===== src/design/assert_macros.svh =====
// Assertion macros used by the scanner top level.
`ifndef ASSERT_MACROS_SVH
`define ASSERT_MACROS_SVH

// Same-cycle implication, sampled on i_clk, off while i_rst_n is low.
`define ASSERT_IMPLIES(label, ante, cons, msg) \
    label: assert property (@(posedge i_clk) disable iff (!i_rst_n) (ante) |-> (cons)) \
        else $error(msg);

// Next-cycle implication, sampled on i_clk, off while i_rst_n is low.
`define ASSERT_NEXT(label, ante, cons, msg) \
    label: assert property (@(posedge i_clk) disable iff (!i_rst_n) (ante) |=> (cons)) \
        else $error(msg);

`endif


===== src/design/ails_pkg.sv =====
// Shared types and constants of the ASCII integer list scanner.
`timescale 1ns / 1ps

package ails_pkg;

    localparam int DEF_VALUE_BITS = 32;
    localparam int DEF_COUNT_BITS = 16;

    localparam int CAP_BITS = 16;
    localparam logic [CAP_BITS-1:0] CAP_RESET = '1;

    localparam int CMDQ_DEPTH = 4;
    localparam int OUTQ_DEPTH = 4;

    localparam int STAR_MAGNITUDE = 9999;

    localparam logic KIND_VALUE   = 1'b0;
    localparam logic KIND_SUMMARY = 1'b1;

    localparam logic [7:0] CH_NUL   = 8'h00;
    localparam logic [7:0] CH_STAR  = 8'h2A;
    localparam logic [7:0] CH_PLUS  = 8'h2B;
    localparam logic [7:0] CH_MINUS = 8'h2D;
    localparam logic [7:0] CH_ZERO  = 8'h30;
    localparam logic [7:0] CH_SEVEN = 8'h37;
    localparam logic [7:0] CH_NINE  = 8'h39;
    localparam logic [7:0] CH_UP_A  = 8'h41;
    localparam logic [7:0] CH_UP_F  = 8'h46;
    localparam logic [7:0] CH_UP_X  = 8'h58;
    localparam logic [7:0] CH_LOW_A = 8'h61;
    localparam logic [7:0] CH_LOW_F = 8'h66;
    localparam logic [7:0] CH_LOW_X = 8'h78;

    typedef struct packed {
        logic       nul;
        logic       star;
        logic       sign;
        logic       minus;
        logic       xch;
        logic       dec;
        logic       oct;
        logic       hex;
        logic       zero;
        logic [3:0] dval;
    } t_cls;

endpackage


===== src/design/ascii_integer_list_scanner_unit.sv =====
// Top level of the ASCII integer list scanner.
// An accepted byte is registered in the command queue; the results it gives are registered in the
// four-entry result queue of the scan engine. Throughput: one byte per cycle unless the result
// queue backs up the command queue; a byte that closes a value and the string gives two results.
// Reset (synchronous, active low) empties both queues, returns the scanner to the between-token
// state with a zero count, and sets the buffer capacity to 65535.
`timescale 1ns / 1ps
`include "assert_macros.svh"

module ascii_integer_list_scanner_unit
    import ails_pkg::*;
#(
    parameter int VALUE_BITS = DEF_VALUE_BITS,
    parameter int COUNT_BITS = DEF_COUNT_BITS
) (
    input  logic                  i_clk,
    input  logic                  i_rst_n,
    input  logic                  i_cfg_we,
    input  logic [CAP_BITS-1:0]   i_cfg_wdata,
    input  logic                  s_axis_tvalid,
    output logic                  s_axis_tready,
    // Fields from bit 0: char_byte.
    input  logic [7:0]            s_axis_tdata,
    output logic                  m_axis_tvalid,
    input  logic                  m_axis_tready,
    // Fields from bit 0: int_value, value_index, stored, overflowed, zero fill.
    output logic [((VALUE_BITS+COUNT_BITS+2+7)/8)*8-1:0] m_axis_tdata,
    output logic                  m_axis_tlast,
    // Fields from bit 0: item_kind.
    output logic                  m_axis_tuser
);

    localparam int OUT_TDATA_W = ((VALUE_BITS + COUNT_BITS + 2 + 7) / 8) * 8;

    t_cls                  w_cls;
    t_cls                  w_cmd;
    logic                  w_cmd_valid;
    logic                  w_cmd_ready;
    logic                  w_res_sum;
    logic [VALUE_BITS-1:0] w_res_value;
    logic [COUNT_BITS-1:0] w_res_index;
    logic                  w_res_stored;
    logic                  w_res_ovf;

    ails_front u_front (
        .i_byte (s_axis_tdata),
        .o_cls  (w_cls)
    );

    ails_cmd_queue u_cmd_queue (
        .i_clk        (i_clk),
        .i_rst_n      (i_rst_n),
        .i_push_valid (s_axis_tvalid),
        .o_push_ready (s_axis_tready),
        .i_push_cmd   (w_cls),
        .o_pop_valid  (w_cmd_valid),
        .i_pop_ready  (w_cmd_ready),
        .o_pop_cmd    (w_cmd)
    );

    ails_back #(
        .VALUE_BITS (VALUE_BITS),
        .COUNT_BITS (COUNT_BITS)
    ) u_back (
        .i_clk        (i_clk),
        .i_rst_n      (i_rst_n),
        .i_cfg_we     (i_cfg_we),
        .i_cfg_wdata  (i_cfg_wdata),
        .i_cmd_valid  (w_cmd_valid),
        .o_cmd_ready  (w_cmd_ready),
        .i_cmd        (w_cmd),
        .o_res_valid  (m_axis_tvalid),
        .i_res_ready  (m_axis_tready),
        .o_res_sum    (w_res_sum),
        .o_res_value  (w_res_value),
        .o_res_index  (w_res_index),
        .o_res_stored (w_res_stored),
        .o_res_ovf    (w_res_ovf)
    );

    assign m_axis_tdata = OUT_TDATA_W'({w_res_ovf, w_res_stored, w_res_index, w_res_value});
    assign m_axis_tlast = w_res_sum;
    assign m_axis_tuser = w_res_sum ? KIND_SUMMARY : KIND_VALUE;

    `ASSERT_IMPLIES(a_summary_fields, m_axis_tvalid && m_axis_tlast, (m_axis_tdata[VALUE_BITS-1:0] == '0) && !m_axis_tdata[VALUE_BITS+COUNT_BITS], "Summary transaction carries a value or a stored flag.")
    `ASSERT_IMPLIES(a_kind_matches_last, m_axis_tvalid, m_axis_tlast == m_axis_tuser, "Item kind and last marker disagree.")
    `ASSERT_IMPLIES(a_stall_has_work, !s_axis_tready, w_cmd_valid, "Input stalled while the command queue is empty.")
    `ASSERT_NEXT(a_push_visible, s_axis_tvalid && s_axis_tready, w_cmd_valid, "Accepted byte did not reach the scan engine.")

endmodule


===== src/design/ails_front.sv =====
// Byte classifier that turns each text byte into a scanner command.
`timescale 1ns / 1ps

module ails_front
    import ails_pkg::*;
(
    input  logic [7:0] i_byte,
    output t_cls       o_cls
);

    logic       w_upper;
    logic       w_lower;
    logic [7:0] w_dval;

    always_comb begin
        w_upper = i_byte inside {[CH_UP_A:CH_UP_F]};
        w_lower = i_byte inside {[CH_LOW_A:CH_LOW_F]};
        if (w_lower) begin
            w_dval = i_byte - CH_LOW_A + 8'd10;
        end else if (w_upper) begin
            w_dval = i_byte - CH_UP_A + 8'd10;
        end else begin
            w_dval = i_byte - CH_ZERO;
        end

        o_cls.nul   = (i_byte == CH_NUL);
        o_cls.star  = (i_byte == CH_STAR);
        o_cls.sign  = (i_byte == CH_PLUS) || (i_byte == CH_MINUS);
        o_cls.minus = (i_byte == CH_MINUS);
        o_cls.xch   = (i_byte == CH_LOW_X) || (i_byte == CH_UP_X);
        o_cls.dec   = i_byte inside {[CH_ZERO:CH_NINE]};
        o_cls.oct   = i_byte inside {[CH_ZERO:CH_SEVEN]};
        o_cls.hex   = o_cls.dec || w_upper || w_lower;
        o_cls.zero  = (i_byte == CH_ZERO);
        o_cls.dval  = w_dval[3:0];
    end

endmodule


===== src/design/ails_cmd_queue.sv =====
// Short command queue between the classifier and the scan engine.
`timescale 1ns / 1ps

module ails_cmd_queue
    import ails_pkg::*;
(
    input  logic i_clk,
    input  logic i_rst_n,
    input  logic i_push_valid,
    output logic o_push_ready,
    input  t_cls i_push_cmd,
    output logic o_pop_valid,
    input  logic i_pop_ready,
    output t_cls o_pop_cmd
);

    localparam int AW = $clog2(CMDQ_DEPTH);
    localparam int CW = $clog2(CMDQ_DEPTH + 1);

    t_cls          r_mem [CMDQ_DEPTH];
    logic [AW-1:0] r_wp;
    logic [AW-1:0] r_rp;
    logic [CW-1:0] r_cnt;
    logic          w_push;
    logic          w_pop;

    assign o_push_ready = (r_cnt != CW'(CMDQ_DEPTH));
    assign o_pop_valid  = (r_cnt != '0);
    assign o_pop_cmd    = r_mem[r_rp];
    assign w_push       = i_push_valid && o_push_ready;
    assign w_pop        = o_pop_valid && i_pop_ready;

    always_ff @(posedge i_clk) begin
        if (!i_rst_n) begin
            r_wp  <= '0;
            r_rp  <= '0;
            r_cnt <= '0;
        end else begin
            if (w_push) begin
                r_wp <= r_wp + AW'(1);
            end
            if (w_pop) begin
                r_rp <= r_rp + AW'(1);
            end
            r_cnt <= r_cnt + CW'(w_push) - CW'(w_pop);
        end
    end

    always_ff @(posedge i_clk) begin
        if (w_push) begin
            r_mem[r_wp] <= i_push_cmd;
        end
    end

endmodule


===== src/design/ails_back.sv =====
// Scan engine that builds values and summaries and queues the results.
`timescale 1ns / 1ps

module ails_back
    import ails_pkg::*;
#(
    parameter int VALUE_BITS = DEF_VALUE_BITS,
    parameter int COUNT_BITS = DEF_COUNT_BITS
) (
    input  logic                  i_clk,
    input  logic                  i_rst_n,
    input  logic                  i_cfg_we,
    input  logic [CAP_BITS-1:0]   i_cfg_wdata,
    input  logic                  i_cmd_valid,
    output logic                  o_cmd_ready,
    input  t_cls                  i_cmd,
    output logic                  o_res_valid,
    input  logic                  i_res_ready,
    output logic                  o_res_sum,
    output logic [VALUE_BITS-1:0] o_res_value,
    output logic [COUNT_BITS-1:0] o_res_index,
    output logic                  o_res_stored,
    output logic                  o_res_ovf
);

    localparam logic [2:0] PH_IDLE = 3'd0;
    localparam logic [2:0] PH_SIGN = 3'd1;
    localparam logic [2:0] PH_ZERO = 3'd2;
    localparam logic [2:0] PH_ZX   = 3'd3;
    localparam logic [2:0] PH_OCT  = 3'd4;
    localparam logic [2:0] PH_DEC  = 3'd5;
    localparam logic [2:0] PH_HEX  = 3'd6;
    localparam logic [2:0] PH_STAR = 3'd7;

    localparam int PW    = VALUE_BITS + 5;
    localparam int CMPW  = (COUNT_BITS > CAP_BITS) ? COUNT_BITS : CAP_BITS;
    localparam int OQ_AW = $clog2(OUTQ_DEPTH);
    localparam int OQ_CW = $clog2(OUTQ_DEPTH + 1);

    localparam logic [VALUE_BITS-1:0] CAP_MAG  = {1'b1, {(VALUE_BITS-1){1'b0}}};
    localparam logic [VALUE_BITS-1:0] POS_MAX  = {1'b0, {(VALUE_BITS-1){1'b1}}};
    localparam logic                  STAR_SAT = (VALUE_BITS - 1) < $clog2(STAR_MAGNITUDE + 1);
    localparam logic [VALUE_BITS-1:0] STAR_MAG =
        STAR_SAT ? CAP_MAG : VALUE_BITS'(STAR_MAGNITUDE);

    logic [2:0]            r_phase, n_phase;
    logic [VALUE_BITS-1:0] r_acc, n_acc;
    logic                  r_neg, n_neg;
    logic                  r_sat, n_sat;
    logic [COUNT_BITS-1:0] r_count, n_count;
    logic                  r_lost, n_lost;
    logic [CAP_BITS-1:0]   r_cap;

    logic                  r_oq_sum [OUTQ_DEPTH];
    logic [VALUE_BITS-1:0] r_oq_val [OUTQ_DEPTH];
    logic [COUNT_BITS-1:0] r_oq_idx [OUTQ_DEPTH];
    logic                  r_oq_sto [OUTQ_DEPTH];
    logic                  r_oq_ovf [OUTQ_DEPTH];
    logic [OQ_AW-1:0]      r_oq_wp;
    logic [OQ_AW-1:0]      r_oq_rp;
    logic [OQ_CW-1:0]      r_oq_cnt;

    logic                  w_take;
    logic                  w_pop;
    logic                  w_emit_val;
    logic                  w_emit_sum;
    logic                  w_use_star;
    logic                  w_as_idle;
    logic                  w_digit_ok;
    logic [PW-1:0]         w_ext;
    logic [PW-1:0]         w_prod;
    logic                  w_over;
    logic [VALUE_BITS-1:0] w_fmt_mag;
    logic                  w_fmt_neg;
    logic                  w_fmt_sat;
    logic [VALUE_BITS-1:0] w_val;
    logic                  w_val_ovf;
    logic                  w_cnt_full;
    logic                  w_val_sto;
    logic [COUNT_BITS-1:0] w_cnt_after;
    logic                  w_lost_after;
    logic [1:0]            w_push_n;
    logic                  w_a_sum;
    logic [VALUE_BITS-1:0] w_a_val;
    logic                  w_a_sto;
    logic                  w_a_ovf;

    assign o_cmd_ready = (r_oq_cnt <= OQ_CW'(OUTQ_DEPTH - 2));
    assign w_take      = i_cmd_valid && o_cmd_ready;
    assign o_res_valid = (r_oq_cnt != '0);
    assign w_pop       = o_res_valid && i_res_ready;

    assign o_res_sum    = r_oq_sum[r_oq_rp];
    assign o_res_value  = r_oq_val[r_oq_rp];
    assign o_res_index  = r_oq_idx[r_oq_rp];
    assign o_res_stored = r_oq_sto[r_oq_rp];
    assign o_res_ovf    = r_oq_ovf[r_oq_rp];

    always_comb begin
        w_ext = {5'b0, r_acc};
        case (r_phase)
            PH_OCT:  w_prod = (w_ext << 3) + PW'(i_cmd.dval);
            PH_HEX:  w_prod = (w_ext << 4) + PW'(i_cmd.dval);
            default: w_prod = (w_ext << 3) + (w_ext << 1) + PW'(i_cmd.dval);
        endcase
        w_over = (w_prod > PW'(CAP_MAG));

        case (r_phase)
            PH_OCT:  w_digit_ok = i_cmd.oct;
            PH_DEC:  w_digit_ok = i_cmd.dec;
            default: w_digit_ok = i_cmd.hex;
        endcase

        n_phase    = r_phase;
        n_acc      = r_acc;
        n_neg      = r_neg;
        n_sat      = r_sat;
        w_emit_val = 1'b0;
        w_emit_sum = 1'b0;
        w_use_star = 1'b0;
        w_as_idle  = 1'b0;

        case (r_phase)
            PH_SIGN: begin
                if (i_cmd.dec) begin
                    if (i_cmd.zero) begin
                        n_phase = PH_ZERO;
                    end else begin
                        n_phase = PH_DEC;
                        n_acc   = VALUE_BITS'(i_cmd.dval);
                    end
                end else begin
                    w_as_idle = 1'b1;
                end
            end
            PH_ZERO: begin
                if (i_cmd.xch) begin
                    n_phase = PH_ZX;
                end else if (i_cmd.oct) begin
                    n_phase = PH_OCT;
                    n_acc   = VALUE_BITS'(i_cmd.dval);
                end else begin
                    w_emit_val = 1'b1;
                    w_emit_sum = i_cmd.nul;
                    n_phase    = PH_IDLE;
                    n_acc      = '0;
                    n_neg      = 1'b0;
                    n_sat      = 1'b0;
                end
            end
            PH_ZX: begin
                if (i_cmd.hex) begin
                    n_phase = PH_HEX;
                    n_acc   = VALUE_BITS'(i_cmd.dval);
                end else begin
                    w_emit_val = 1'b1;
                    w_as_idle  = 1'b1;
                end
            end
            PH_OCT, PH_DEC, PH_HEX: begin
                if (w_digit_ok) begin
                    if (!r_sat) begin
                        if (w_over) begin
                            n_sat = 1'b1;
                        end else begin
                            n_acc = w_prod[VALUE_BITS-1:0];
                        end
                    end
                end else begin
                    w_emit_val = 1'b1;
                    w_emit_sum = i_cmd.nul;
                    n_phase    = PH_IDLE;
                    n_acc      = '0;
                    n_neg      = 1'b0;
                    n_sat      = 1'b0;
                end
            end
            PH_STAR: begin
                if (!i_cmd.star) begin
                    w_emit_val = 1'b1;
                    w_use_star = 1'b1;
                    w_emit_sum = i_cmd.nul;
                    n_phase    = PH_IDLE;
                    n_acc      = '0;
                    n_neg      = 1'b0;
                    n_sat      = 1'b0;
                end
            end
            default: begin
                w_as_idle = 1'b1;
            end
        endcase

        if (w_as_idle) begin
            n_phase = PH_IDLE;
            n_acc   = '0;
            n_neg   = 1'b0;
            n_sat   = 1'b0;
            if (i_cmd.nul) begin
                w_emit_sum = 1'b1;
            end else if (i_cmd.star) begin
                n_phase = PH_STAR;
            end else if (i_cmd.sign) begin
                n_phase = PH_SIGN;
                n_neg   = i_cmd.minus;
            end else if (i_cmd.dec) begin
                if (i_cmd.zero) begin
                    n_phase = PH_ZERO;
                end else begin
                    n_phase = PH_DEC;
                    n_acc   = VALUE_BITS'(i_cmd.dval);
                end
            end
        end

        w_fmt_mag = w_use_star ? STAR_MAG : r_acc;
        w_fmt_neg = w_use_star || r_neg;
        w_fmt_sat = w_use_star ? STAR_SAT : r_sat;
        if (w_fmt_neg) begin
            w_val     = '0 - (w_fmt_sat ? CAP_MAG : w_fmt_mag);
            w_val_ovf = w_fmt_sat;
        end else if (w_fmt_sat || w_fmt_mag[VALUE_BITS-1]) begin
            w_val     = POS_MAX;
            w_val_ovf = 1'b1;
        end else begin
            w_val     = w_fmt_mag;
            w_val_ovf = 1'b0;
        end

        w_cnt_full   = &r_count;
        w_val_sto    = (CMPW'(r_count) < CMPW'(r_cap));
        w_cnt_after  = (w_emit_val && !w_cnt_full) ? r_count + COUNT_BITS'(1) : r_count;
        w_lost_after = r_lost || (w_emit_val && w_cnt_full);
        n_count      = w_emit_sum ? '0 : w_cnt_after;
        n_lost       = w_emit_sum ? 1'b0 : w_lost_after;

        w_a_sum = !w_emit_val;
        w_a_val = w_emit_val ? w_val : '0;
        w_a_sto = w_emit_val && w_val_sto;
        w_a_ovf = w_emit_val ? (w_val_ovf || w_cnt_full) : w_lost_after;

        w_push_n = w_take ? (2'(w_emit_val) + 2'(w_emit_sum)) : 2'd0;
    end

    always_ff @(posedge i_clk) begin
        if (!i_rst_n) begin
            r_phase  <= PH_IDLE;
            r_acc    <= '0;
            r_neg    <= 1'b0;
            r_sat    <= 1'b0;
            r_count  <= '0;
            r_lost   <= 1'b0;
            r_cap    <= CAP_RESET;
            r_oq_wp  <= '0;
            r_oq_rp  <= '0;
            r_oq_cnt <= '0;
        end else begin
            if (i_cfg_we) begin
                r_cap <= i_cfg_wdata;
            end
            if (w_take) begin
                r_phase <= n_phase;
                r_acc   <= n_acc;
                r_neg   <= n_neg;
                r_sat   <= n_sat;
                r_count <= n_count;
                r_lost  <= n_lost;
            end
            r_oq_wp  <= r_oq_wp + OQ_AW'(w_push_n);
            if (w_pop) begin
                r_oq_rp <= r_oq_rp + OQ_AW'(1);
            end
            r_oq_cnt <= r_oq_cnt + OQ_CW'(w_push_n) - OQ_CW'(w_pop);
        end
    end

    always_ff @(posedge i_clk) begin
        if (w_push_n != 2'd0) begin
            r_oq_sum[r_oq_wp] <= w_a_sum;
            r_oq_val[r_oq_wp] <= w_a_val;
            r_oq_idx[r_oq_wp] <= w_emit_val ? r_count : w_cnt_after;
            r_oq_sto[r_oq_wp] <= w_a_sto;
            r_oq_ovf[r_oq_wp] <= w_a_ovf;
        end
        if (w_push_n == 2'd2) begin
            r_oq_sum[r_oq_wp + OQ_AW'(1)] <= 1'b1;
            r_oq_val[r_oq_wp + OQ_AW'(1)] <= '0;
            r_oq_idx[r_oq_wp + OQ_AW'(1)] <= w_cnt_after;
            r_oq_sto[r_oq_wp + OQ_AW'(1)] <= 1'b0;
            r_oq_ovf[r_oq_wp + OQ_AW'(1)] <= w_lost_after;
        end
    end

endmodule


===== config.mk =====
export PLATFORM = sky130hd
export DESIGN_NAME = ascii_integer_list_scanner_unit
export DESIGN_NICKNAME = d
export VERILOG_FILES = /design/src/design/ails_pkg.sv /design/src/design/ascii_integer_list_scanner_unit.sv /design/src/design/ails_front.sv /design/src/design/ails_cmd_queue.sv /design/src/design/ails_back.sv
export VERILOG_INCLUDE_DIRS = /design/src /design/src/design
export SDC_FILE = /design/constraint.sdc
export NUM_CORES = 1
export LEC_CHECK = 0
export BUFFER_PORTS_ARGS = -buffer_cell sky130_fd_sc_hd__buf_2
export CAP_MARGIN = 25
export CORE_MARGIN = 5
export CORE_UTILIZATION = 51
export CTS_CLUSTER_SIZE = 12
export DETAILED_ROUTE_END_ITERATION = 7
export GPL_TIMING_DRIVEN = 1
export PLACE_DENSITY = 0.71
export SLEW_MARGIN = 20
export SYNTH_ARGS = -nofsm -noshare
export SYNTH_HDL_FRONTEND = slang
export SYNTH_HIERARCHICAL = 1
export SYNTH_SLANG_ARGS = --single-unit

===== constraint.sdc =====
create_clock -name i_clk -period 5.9 [get_ports i_clk]
set_input_delay 0.59 -clock i_clk [delete_from_list [all_inputs] [get_ports i_clk]]
set_output_delay 0.59 -clock i_clk [all_outputs]
set_load 0.02 [all_outputs]

==> summary.txt <==
Placement
  – Post-placement cell count: 2,642
  – RePlAce Congestion: 0.932
  – Pre-CTS setup slack: 0.162 ns
  – Port bufs: 82
  – Area after DPL: 21,100 um^2
  – HPWL after DPL: 39,500 um

Clocking
  – Htree depth: 2
  – Hold buffers post-CTS: 0
  – Number of CTS-inserted buffers: 38
  – TritonCTS clock tree: done
  – Clk sink count: 344
  – Clock Path Buffers: 3
  – Root buf cell: clkbuf_16
  – Clk pin slew, worst setup/hold paths: 0.06 ns
  – Clk_lat worst skew: 0.55 ns

Worst setup path
  – R2R cell count: 16
  – CP Class: reg2reg
  – Critical Path, Cell by Cell: mux4_2 -> inv_1 -> fa_1 -> fa_1 -> nand2b_1 -> a211o_1 -> a22o_1 -> o21ai_1 -> xnor2_1 -> a22oi_1 -> or4b_2 -> or4_4 -> a31oi_4 -> nor2b_2 -> buf_6 -> a2bb2o_1
  – CP max stage delay: 0.71 ns
  – Critical Path Source Type: flip-flop
  – Slowest cell on the critical path: or4b_2
  – R2R setup slack: 0.25 ns
  – Worst setup endpoint: u_back/r_acc[17]
  – Crit path max-delay family: simple AND/OR/NAND/NOR gates
  – Endpoint class of the critical path: flip-flop
  – CP Max Fanout: 21
  – CP Depth: 16
  – Crit path buffers/inverters: 2
  – Reg-to-reg endpoint: u_back/r_acc[17]
  – CP required: 6.33 ns
  – Most Frequent Cell on Critical Path: fa_1
  – Critical Path AT: 6.08 ns

Global route
  – Largest net degree at the start of global routing: 65
  – Global Route Usage Sum: 24.8%
  – First-pass GRT wire length: 90,100 um
  – Total overflow reported by the global router: 0
  – Vias in the first global route: 16,400
  – Initial antenna violation count: 0

Timing
  – Final Worst Setup Slack: 0.246 ns
  – Total negative setup slack: 0 ns
  – Setup violators final: 0
  – Unrepaired setup endpoints after global routing: false
  – Clock skew: 0.0308 ns
  – Slew HR: 37.7%
  – Final period util: 95.8%
  – Max Fclk: 0.177 GHz
  – Min Tclk post-route: 5.65 ns
  – Final Max Slew Viols: 0
  – Tightest Pin Transition: 0.934 ns
  – Final count of hold timing violations: 0

Worst hold path
  – Tightest Hold Check Type: in2reg
  – Hold Crit Depth: 3

Routing
  – Final wirelength: 57,100 um
  – Via count: 17,200
  – Initial DRC Count: 1,696
  – Routed Antenna Nets: 0
  – DR vias/cell: 6.35
  – Detailed-route wire length per cell: 21.1 um
  – DRC violations left: 0
  – First-pass iteration count of the detailed router: 6

Logic synthesis
  – Synth cell types: 114
  – Syn Inst Count: 2,162
  – Leading area contributor after synthesis: dfxtp_1
  – Mean area per synthesized cell: 9.49 um^2
  – Most instantiated cells after synthesis: nand2_1, dfxtp_1, o21ai_0
  – YS warnings: 6
  – Synth top area share: 21.8%
  – Top-count cell post-synth: nand2_1
  – Synthesized flop and latch total: 344
  – Post-synth EDFFs: 120
  – Post-synthesis cell area: 20,500 um^2
  – Register area share after synthesis: 39.4%
  – Asr flop ratio synth: 0%
  – Synth top area cells: dfxtp_1, edfxtp_1, mux4_2
  – Primary FF master, synth: dfxtp_1

Final layout
  – Area growth, synth to finish: 8.53%
  – Finished layout cell area: 22,300 um^2
  – Share of layout cells above drive strength 1: 14.0%
  – Fin cells: 2,706
  – Final net count: 2,289
  – Antenna diode count: 0

Floorplanning
  – DIE AREA: 44,400 um^2
  – Core area: 39,700 um^2
  – Initial Util: 51.7%
  – Row count: 73
  – Die X: 211 um
  – Die H: 211 um
  – # IOs: 89

Run status
  – Status: completed

Pwr
  – Worst VDD drop: 0.268 mV
  – Total power: 8.14 mW
  – Static leakage: 8.74 nW
  – Pwr dens: 366 nW/um^2

Run
  – Max cap viols: 0
-- tightest hold or removal path: stages --
cell      delay (ns)
buf_2           0.07
nand2_1         0.04
o211ai_1        0.07
-- layout by cell type (no fill, tap or decap), types with 17 or more instances in the layout --
master / instances
nand2_1: 253
buf_4: 44
o211ai_1: 28
nor4_1: 19
buf_2: 82
o21a_1: 17
edfxtp_1: 120
mux4_2: 61
a21oi_1: 112
clkbuf_16: 39
dfxtp_1: 221
xor2_1: 41
nand3_1: 29
a211oi_1: 18
a21o_1: 21
o21ai_0: 190
a22o_1: 69
or3_1: 28
and2_1: 30
nor2b_1: 20
mux2i_1: 21
ha_1: 97
inv_1: 60
nor3_1: 36
xnor2_1: 41
nor2_1: 145
-- stage by stage --
step | utilization (%) | hold WS, ns
4_1_cts | 56.0 | 0.264
6_report | 56.1 | 0.286
3_5_place_dp | 53.1 | 0.441
5_1_grt | 56.1 | 0.278
3_3_place_gp | 53.1 | 0.429
2_1_floorplan | - | 0.420
-- cells by family (layout without fill, tap and decap cells) --
| logic type | count (synthesis) | in the layout | synth area share (%) |
|---|---|---|---|
| and+or+nand+nor | 686 | 686 | 16.7 |
| AOI/OAI and AO/OA | 624 | 624 | 20.5 |
| muxes | 88 | 88 | 8.29 |
| adders and majority gates | 101 | 101 | 6.30 |
| other | 1 | 6 | 0.0183 |
| DFF | 344 | 344 | 39.4 |
| xor gates and xnor gates | 82 | 82 | 3.50 |
| buffers and inverters | 236 | 250 | 5.36 |
-- worst min path at each step --
stage	startpoint	to
finish	i_cfg_wdata[6]	u_back/r_cap[6]
global route	i_cfg_wdata[10]	u_back/r_cap[10]
floorplan	u_back/r_oq_val[1][0]	u_back/r_oq_val[1][0]
global placement	u_back/r_oq_val[1][16]	u_back/r_oq_val[1][16]
CTS	i_cfg_wdata[6]	u_back/r_cap[6]
detailed placement	u_back/r_oq_val[1][6]	u_back/r_oq_val[1][6]
-- layer usage --
metal	up-vias	track usage, %	share of wire (%)
li1	8000	-	-
met1	8409	35.3	44
met2	688	40.7	47
met3	93	3.44	7.0
met4	0	5.75	1.8
met5	-	0	0
-- sequential cells by signal (all words and copies together) (netlist names), 3 cells and up, named ones only --
name               cells
u_back/r_oq_sum        4
u_back/r_cap          16
u_back/r_oq_sto        4
u_cmd_queue/r_mem     52
u_back/r_oq_idx       64
u_back/r_oq_ovf        4
u_back/r_oq_cnt        3
u_back/r_oq_val      128
u_back/r_phase         3
u_back/r_acc          32
u_back/r_count        16
u_cmd_queue/r_cnt      3
-- repair_timing --
action / in CTS / in global routing
buffers inserted: 0 / 0
gates resized for setup: 0 / 1
setup endpoints to repair: 0 / 14
hold endpoints to repair: 0 / 0
-- where the power goes --
| part | internal [mW] | switching [mW] |
|---|---|---|
| sequential | 2.74 | 0.197 |
| combinational | 1.05 | 1.94 |
| clock | 1.28 | 0.934 |
-- layout make-up --
class | instances | area [um^2]
tap | 525 | 657
clock inverter | 8 | 61.3
inverter | 60 | 225
sequential | 344 | 8090
timing repair buffer | 128 | 779
clock buffer | 54 | 1090
multi-input combinational | 1587 | 11400
fill | 3460 | 17500
Note: power is estimated with default switching activity, not from simulation.
